===== src/odq_pkg.sv =====
// package for the overwriting ring deque: codes, widths and shared types
`default_nettype none
package odq_pkg;

  localparam int DEPTH_DEF = 8;
  localparam int DATA_W    = 32;
  localparam int ACT_W     = 3;
  localparam int POS_W     = 3;
  localparam int STAT_W    = 2;
  localparam int FILL_W    = 4;

  typedef enum logic [ACT_W-1:0] {
    ACT_PUSH_BACK  = 3'd0,
    ACT_PUSH_FRONT = 3'd1,
    ACT_POP_BACK   = 3'd2,
    ACT_POP_FRONT  = 3'd3,
    ACT_READ       = 3'd4
  } action_t;

  typedef enum logic [STAT_W-1:0] {
    ST_OK    = 2'd0,
    ST_EMPTY = 2'd1,
    ST_RANGE = 2'd2
  } status_t;

  typedef struct packed {
    logic wr_en;
    logic rd_en;
  } mem_cmd_t;

endpackage
`default_nettype wire


===== src/odq_mem.sv =====
// slot storage with one write port and a registered read port
`default_nettype none
module odq_mem #(
  parameter int DEPTH = odq_pkg::DEPTH_DEF,
  parameter int IW    = (DEPTH > 1) ? $clog2(DEPTH) : 1
) (
  input  wire logic                               clk,
  input  wire odq_pkg::mem_cmd_t                  cmd,
  input  wire logic [IW-1:0]                      wr_addr,
  input  wire logic signed [odq_pkg::DATA_W-1:0]  wr_data,
  input  wire logic [IW-1:0]                      rd_addr,
  output logic signed [odq_pkg::DATA_W-1:0]       rd_data
);

  logic signed [odq_pkg::DATA_W-1:0] mem [DEPTH];

  always_ff @(posedge clk) begin
    if (cmd.wr_en) begin
      mem[wr_addr] <= wr_data;
    end
    if (cmd.rd_en) begin
      rd_data <= mem[rd_addr];
    end
  end

endmodule
`default_nettype wire


===== src/odq_ctrl.sv =====
// input register, pointer and count update, and result register
`default_nettype none
module odq_ctrl #(
  parameter int DEPTH = odq_pkg::DEPTH_DEF,
  parameter int IW    = (DEPTH > 1) ? $clog2(DEPTH) : 1
) (
  input  wire logic                               clk,
  input  wire logic                               rst_n,
  input  wire logic                               start,
  input  wire logic [odq_pkg::ACT_W-1:0]          in_action,
  input  wire logic signed [odq_pkg::DATA_W-1:0]  in_value,
  input  wire logic [odq_pkg::POS_W-1:0]          in_position,
  output odq_pkg::mem_cmd_t                       mem_cmd,
  output logic [IW-1:0]                           wr_addr,
  output logic signed [odq_pkg::DATA_W-1:0]       wr_data,
  output logic [IW-1:0]                           rd_addr,
  output logic                                    out_vld,
  output logic                                    out_rd_ok,
  output logic [odq_pkg::STAT_W-1:0]              out_stat,
  output logic [odq_pkg::FILL_W-1:0]              out_fill
);

  localparam int CW = $clog2(DEPTH + 1);
  localparam int PW = (CW > odq_pkg::POS_W) ? CW : odq_pkg::POS_W;
  localparam int SW = ((IW > odq_pkg::POS_W) ? IW : odq_pkg::POS_W) + 1;

  function automatic logic [IW-1:0] step_up(input logic [IW-1:0] i);
    step_up = (i == IW'(DEPTH - 1)) ? '0 : i + IW'(1);
  endfunction

  function automatic logic [IW-1:0] step_down(input logic [IW-1:0] i);
    step_down = (i == '0) ? IW'(DEPTH - 1) : i - IW'(1);
  endfunction

  logic                               vld_r;
  odq_pkg::action_t                   act_r;
  logic signed [odq_pkg::DATA_W-1:0]  val_r;
  logic [odq_pkg::POS_W-1:0]          pos_r;

  logic [IW-1:0] front_r, front_nxt;
  logic [IW-1:0] back_r, back_nxt;
  logic [CW-1:0] cnt_r, cnt_nxt;

  logic                      out_vld_r;
  logic                      rd_ok_r, rd_ok_nxt;
  odq_pkg::status_t          stat_r, stat_nxt;
  logic [odq_pkg::FILL_W-1:0] fill_r;

  logic          full;
  logic          empty;
  logic [SW-1:0] sum;

  // input register
  always_ff @(posedge clk) begin
    if (!rst_n) begin
      vld_r <= 1'b0;
    end else begin
      vld_r <= start;
    end
    if (start) begin
      act_r <= odq_pkg::action_t'(in_action);
      val_r <= in_value;
      pos_r <= in_position;
    end
  end

  assign full  = (cnt_r == CW'(DEPTH));
  assign empty = (cnt_r == '0);
  assign sum   = SW'(front_r) + SW'(pos_r);

  always_comb begin
    front_nxt     = front_r;
    back_nxt      = back_r;
    cnt_nxt       = cnt_r;
    stat_nxt      = odq_pkg::ST_OK;
    rd_ok_nxt     = 1'b0;
    mem_cmd.wr_en = 1'b0;
    mem_cmd.rd_en = 1'b0;
    wr_addr       = back_r;
    wr_data       = val_r;
    rd_addr       = (sum >= SW'(DEPTH)) ? IW'(sum - SW'(DEPTH)) : IW'(sum);
    if (vld_r) begin
      case (act_r)
        odq_pkg::ACT_PUSH_BACK: begin
          mem_cmd.wr_en = 1'b1;
          wr_addr       = back_r;
          back_nxt      = step_up(back_r);
          if (full) begin
            front_nxt = step_up(front_r);
          end else begin
            cnt_nxt = cnt_r + CW'(1);
          end
        end
        odq_pkg::ACT_PUSH_FRONT: begin
          mem_cmd.wr_en = 1'b1;
          wr_addr       = step_down(front_r);
          front_nxt     = step_down(front_r);
          if (full) begin
            back_nxt = step_down(back_r);
          end else begin
            cnt_nxt = cnt_r + CW'(1);
          end
        end
        odq_pkg::ACT_POP_BACK: begin
          if (empty) begin
            stat_nxt = odq_pkg::ST_EMPTY;
          end else begin
            back_nxt = step_down(back_r);
            cnt_nxt  = cnt_r - CW'(1);
          end
        end
        odq_pkg::ACT_POP_FRONT: begin
          if (empty) begin
            stat_nxt = odq_pkg::ST_EMPTY;
          end else begin
            front_nxt = step_up(front_r);
            cnt_nxt   = cnt_r - CW'(1);
          end
        end
        odq_pkg::ACT_READ: begin
          if (PW'(pos_r) >= PW'(cnt_r)) begin
            stat_nxt = odq_pkg::ST_RANGE;
          end else begin
            mem_cmd.rd_en = 1'b1;
            rd_ok_nxt     = 1'b1;
          end
        end
        default: begin
        end
      endcase
    end
  end

  // pointer state and result register
  always_ff @(posedge clk) begin
    if (!rst_n) begin
      front_r   <= '0;
      back_r    <= '0;
      cnt_r     <= '0;
      out_vld_r <= 1'b0;
    end else begin
      front_r   <= front_nxt;
      back_r    <= back_nxt;
      cnt_r     <= cnt_nxt;
      out_vld_r <= vld_r;
    end
    if (vld_r) begin
      rd_ok_r <= rd_ok_nxt;
      stat_r  <= stat_nxt;
      fill_r  <= odq_pkg::FILL_W'(cnt_nxt);
    end
  end

  assign out_vld   = out_vld_r;
  assign out_rd_ok = rd_ok_r;
  assign out_stat  = stat_r;
  assign out_fill  = fill_r;

endmodule
`default_nettype wire


===== src/overwriting_ring_deque.sv =====
// top level of the overwriting ring deque
// a result passes the input register and then the result register, and shows for one cycle
// throughput: one item per cycle, busy is low outside reset, set by one slot access per cycle
// reset: synchronous active-low rst_n empties the deque; slot contents are kept
// the receiver cannot stall, so each result is taken in the cycle it shows
`default_nettype none
module overwriting_ring_deque #(
  parameter int DEPTH = odq_pkg::DEPTH_DEF
) (
  input  wire logic                               clk,
  input  wire logic                               rst_n,
  input  wire logic                               start,
  output logic                                    busy,
  input  wire logic [odq_pkg::ACT_W-1:0]          in_action,
  input  wire logic signed [odq_pkg::DATA_W-1:0]  in_value,
  input  wire logic [odq_pkg::POS_W-1:0]          in_position,
  output logic                                    out_valid,
  output logic signed [odq_pkg::DATA_W-1:0]       out_read_data,
  output logic [odq_pkg::STAT_W-1:0]              out_status,
  output logic [odq_pkg::FILL_W-1:0]              out_fill_count
);

  localparam int IW = (DEPTH > 1) ? $clog2(DEPTH) : 1;

  odq_pkg::mem_cmd_t                 mem_cmd;
  logic [IW-1:0]                     wr_addr;
  logic signed [odq_pkg::DATA_W-1:0] wr_data;
  logic [IW-1:0]                     rd_addr;
  logic signed [odq_pkg::DATA_W-1:0] rd_data;
  logic                              rd_ok;

  odq_ctrl #(.DEPTH(DEPTH), .IW(IW)) u_ctrl (
    .clk         (clk),
    .rst_n       (rst_n),
    .start       (start),
    .in_action   (in_action),
    .in_value    (in_value),
    .in_position (in_position),
    .mem_cmd     (mem_cmd),
    .wr_addr     (wr_addr),
    .wr_data     (wr_data),
    .rd_addr     (rd_addr),
    .out_vld     (out_valid),
    .out_rd_ok   (rd_ok),
    .out_stat    (out_status),
    .out_fill    (out_fill_count)
  );

  odq_mem #(.DEPTH(DEPTH), .IW(IW)) u_mem (
    .clk     (clk),
    .cmd     (mem_cmd),
    .wr_addr (wr_addr),
    .wr_data (wr_data),
    .rd_addr (rd_addr),
    .rd_data (rd_data)
  );

  // no transfer is taken while reset is held
  assign busy          = ~rst_n;
  assign out_read_data = rd_ok ? rd_data : '0;

endmodule
`default_nettype wire


===== config.mk =====
export PLATFORM = sky130hd
export DESIGN_NAME = overwriting_ring_deque
export DESIGN_NICKNAME = d
export VERILOG_FILES = /design/src/odq_pkg.sv /design/src/odq_mem.sv /design/src/odq_ctrl.sv /design/src/overwriting_ring_deque.sv
export SDC_FILE = /design/constraint.sdc
export NUM_CORES = 1
export LEC_CHECK = 0
export ABC_AREA = 1
export BUFFER_PORTS_ARGS = -buffer_cell sky130_fd_sc_hd__clkbuf_2
export CORE_ASPECT_RATIO = 1.75
export CORE_MARGIN = 10
export CORE_UTILIZATION = 45
export DETAILED_ROUTE_END_ITERATION = 8
export GPL_TIMING_DRIVEN = 0
export PLACE_DENSITY = 0.73
export SYNTH_ARGS = -nofsm -noshare
export SYNTH_HDL_FRONTEND = slang
export SYNTH_SLANG_ARGS = --single-unit

===== constraint.sdc =====
create_clock -name clk -period 6.9 [get_ports clk]
set_input_delay 1.38 -clock clk [delete_from_list [all_inputs] [get_ports clk]]
set_output_delay 1.38 -clock clk [all_outputs]
set_load 0.05 [all_outputs]

==> run_results.csv <==
group,metric,value,unit
final_layout,final_cells,1683,
detailed_routing,wl_per_cell,18.7,um
detailed_routing,drtPass1Iterations,7,
die,die_area,0.0386,mm^2
detailed_routing,vias,8822,
synth,syn_area_per_cell,12.1,um^2
cts,clk_latency,0.57,ns
detailed_routing,viasPerCell,5.24,
grt,grt_use_total,15.9,%
pwr,leakagePower,6.06,nW
outcome,outcome,"finished clean",
die,start_util,45.4,%
synth,synth_common_cells,"333 x edfxtp_1, 227 x nor2_1, 210 x o21ai_0, 130 x nand2_1, 105 x inv_1",
die,core,0.0306,mm^2
timing,setup_tns,0,ns
cts,cts.path.max_buffers,3,
cts,post-cts-setup-buffers,0,
die,dieHeight,253,um
grt,grt_antenna_before_repair,0,
synth,synth_top_cell_by_area,"edfxtp_1",
pwr,pwr-share-clk,36.7,%
synth,synthCells,1148,
cts,cts_tree,"done",
place,hpwl,21.3,mm
timing,maxSlewViolCount,0,
timing,final_hold_viol_count,0,
setup_path,critPathBufInv,3,
die,die_x,153,um
pwr,power_density,287,mW/mm^2
pwr,combPwrFrac,11.2,%
place,place_congestion,0.834,
detailed_routing,totalWireLength,31.5,mm
cts,cts-root-buf,"clkbuf_16",
place,port_buffers,79,
worst_hold_path,hold_class,"reg2reg",
final_layout,nets,1324,
grt,grt_pass1_wl,48.5,mm
cts,cts-buffers-inserted,30,
synth,synth_area,0.0139,mm^2
final_layout,fin_util,52.5,%
cts,clk_pin_slew,0.07,ns
synth,synth_area_leaders,"edfxtp_1 72%, o21ai_0 7.6%, nor2_1 6.1%",
synth,synth_top_area_share,71.9,%
synth,synth-main-ff-cell,"edfxtp_1",
synth,synth_seq_cells,345,
cts,cts_sinks,345,
synth,synthArstFlopShare,0,%
timing,rsz0062_at_grt,"no",
place,post-place-cells,1627,
timing,fin_crit_sh,53.6,%
setup_path,path_cells,"clkbuf_1, inv_1, clkbuf_2",
timing,fin_crit,3.70,ns
final_layout,area_growth,15.5,%
timing,clock_skew,0.0185,ns
cts,h-tree-depth,1,
setup_path,cp-end-kind,"output pin",
setup_path,crit_fanout,8,
cts,hold_buffers,0,
synth,ys_types,27,
synth,yosysSeqAreaShare,73.6,%
grt,gr-total-overflow,0,
pwr,ir_drop,207,uV
setup_path,critical_path_class,"in2out",
synth,synth_warnings,0,
final_layout,final_layout_size_suffix_gt1_share,14.2,%
grt,grt_start_max_net_pins,40,
setup_path,cp.required,5.52,ns
flow_run,drv_cap,0,
pwr,swShare,24.7,%
detailed_routing,route.detailed.drc,0,
pwr,switchingPower,0.00114,W
cts,cts_resized,0,
synth,yosys.cell_count.top_type,"edfxtp_1",
die,ios,81,
setup_path,arrival,2.32,ns
final_layout,diodes,0,
timing,tightest_slew,1.18,ns
synth,syn_nets,1204,
grt,grt_pass1_vias,9106,
setup_path,critical_path.top_delay_family,"buffers and inverters",
synth,synth_enable_flop_cells,333,
pwr,p_total,0.00462,W
timing,slew_headroom,21.2,%
pwr,pwr-share-seq,52.1,%
pwr,power.internal,0.00347,W
detailed_routing,first_iter_violations,608,
setup_path,slowest_stage,"clkbuf_1",
setup_path,critPathMaxStageDelay,0.38,ns
die,rows,85,
timing,fmax,0.270,GHz
detailed_routing,antenna_left,0,
setup_path,start_kind,"input pin",
timing,finalSetupViolCount,0,
-- state kept, by name, indices dropped and copies added, names as in the netlist --
name / cells
u_ctrl.out_rd_ok: 1
u_ctrl.back_r: 3
u_ctrl.vld_r: 1
u_ctrl.pos_r: 3
u_ctrl.out_fill: 4
u_ctrl.out_stat: 2
u_mem.rd_data: 32
u_ctrl.wr_data: 32
u_ctrl.out_vld: 1
u_ctrl.cnt_r: 4
u_mem.mem: 256
u_ctrl.act_r: 3
u_ctrl.front_r: 3
-- stage by stage --
stage,hold WS [ns],instance area [um^2],setup slack (ns)
6_report,0.600,16100,3.20
5_1_grt,0.624,16100,3.09
4_1_cts,0.586,16100,3.11
3_5_place_dp,0.592,15100,3.12
3_3_place_gp,0.579,14800,2.55
2_1_floorplan,0.528,13900,3.59
-- per-layer routing --
layer	vias to the layer above	routed length [um]	track usage [%]
li1	4193	-	-
met5	-	0	0
met2	304	17900	31.9
met4	0	1190	7.05
met1	4253	10700	15.6
met3	72	1720	1.81
-- kinds of logic after synthesis --
family / synth area share, %
buffers and inverters: 5.00
AND/OR/NAND/NOR: 10.5
adder cells (fa/ha/maj): 1.40
flip-flops: 73.6
AO/OA/AOI/OAI: 9.15
XOR/XNOR: 0.315
-- cells in the final DEF (no fill, tap or decap), drive strengths merged --
master / synthesis / final
ha: 14 / 14
xnor2: 1 / 1
nand4: 3 / 3
dfxtp: 12 / 12
edfxtp: 333 / 333
o211ai: 2 / 2
nand3: 18 / 18
buf: 29 / 38
fa: 1 / 1
xor2: 1 / 1
clkinv: 0 / 16
nor2: 228 / 228
a21oi: 5 / 5
o21bai: 1 / 1
clkbuf: 25 / 138
o2111ai: 1 / 1
nand2: 131 / 131
inv: 106 / 108
o21ai: 237 / 237
bufinv: 0 / 4
-- power groups by stage --
stage | sequential (W) | clock, W | combinational [W]
after detailed placement | 0.00245 | 0 | 0.000517
after global routing | 0.00241 | 0.00181 | 0.000578
after floorplan | 0.00244 | 0 | 0.000334
after CTS | 0.00240 | 0.00172 | 0.000520
final | 0.00240 | 0.00170 | 0.000517
after global placement | 0.00245 | 0 | 0.000492
-- final timing paths --
| path | start | to | slack [ns] | cells past startpoint |
|---|---|---|---|---|
| hold reg to reg | u_ctrl.wr_data[6] | u_mem.mem[3][6] | 0.60 | 0 |
| setup / recovery | rst_n | busy | 3.20 | 3 |
| hold / removal | u_ctrl.wr_data[6] | u_mem.mem[3][6] | 0.60 | 0 |
| setup reg to reg | u_ctrl.front_r[0] | u_mem.rd_data[13] | 4.06 | 9 |
-- area by class of cell --
cell class | instances | area (um^2)
clock inverter | 22 | 238
fill | 2532 | 14600
inverter | 106 | 398
timing repair buffer | 88 | 598
tap | 391 | 489
sequential | 345 | 10200
buffer | 54 | 298
clock buffer | 34 | 766
multi-input combinational | 643 | 3050
Note: power is estimated with default switching activity, not from simulation.
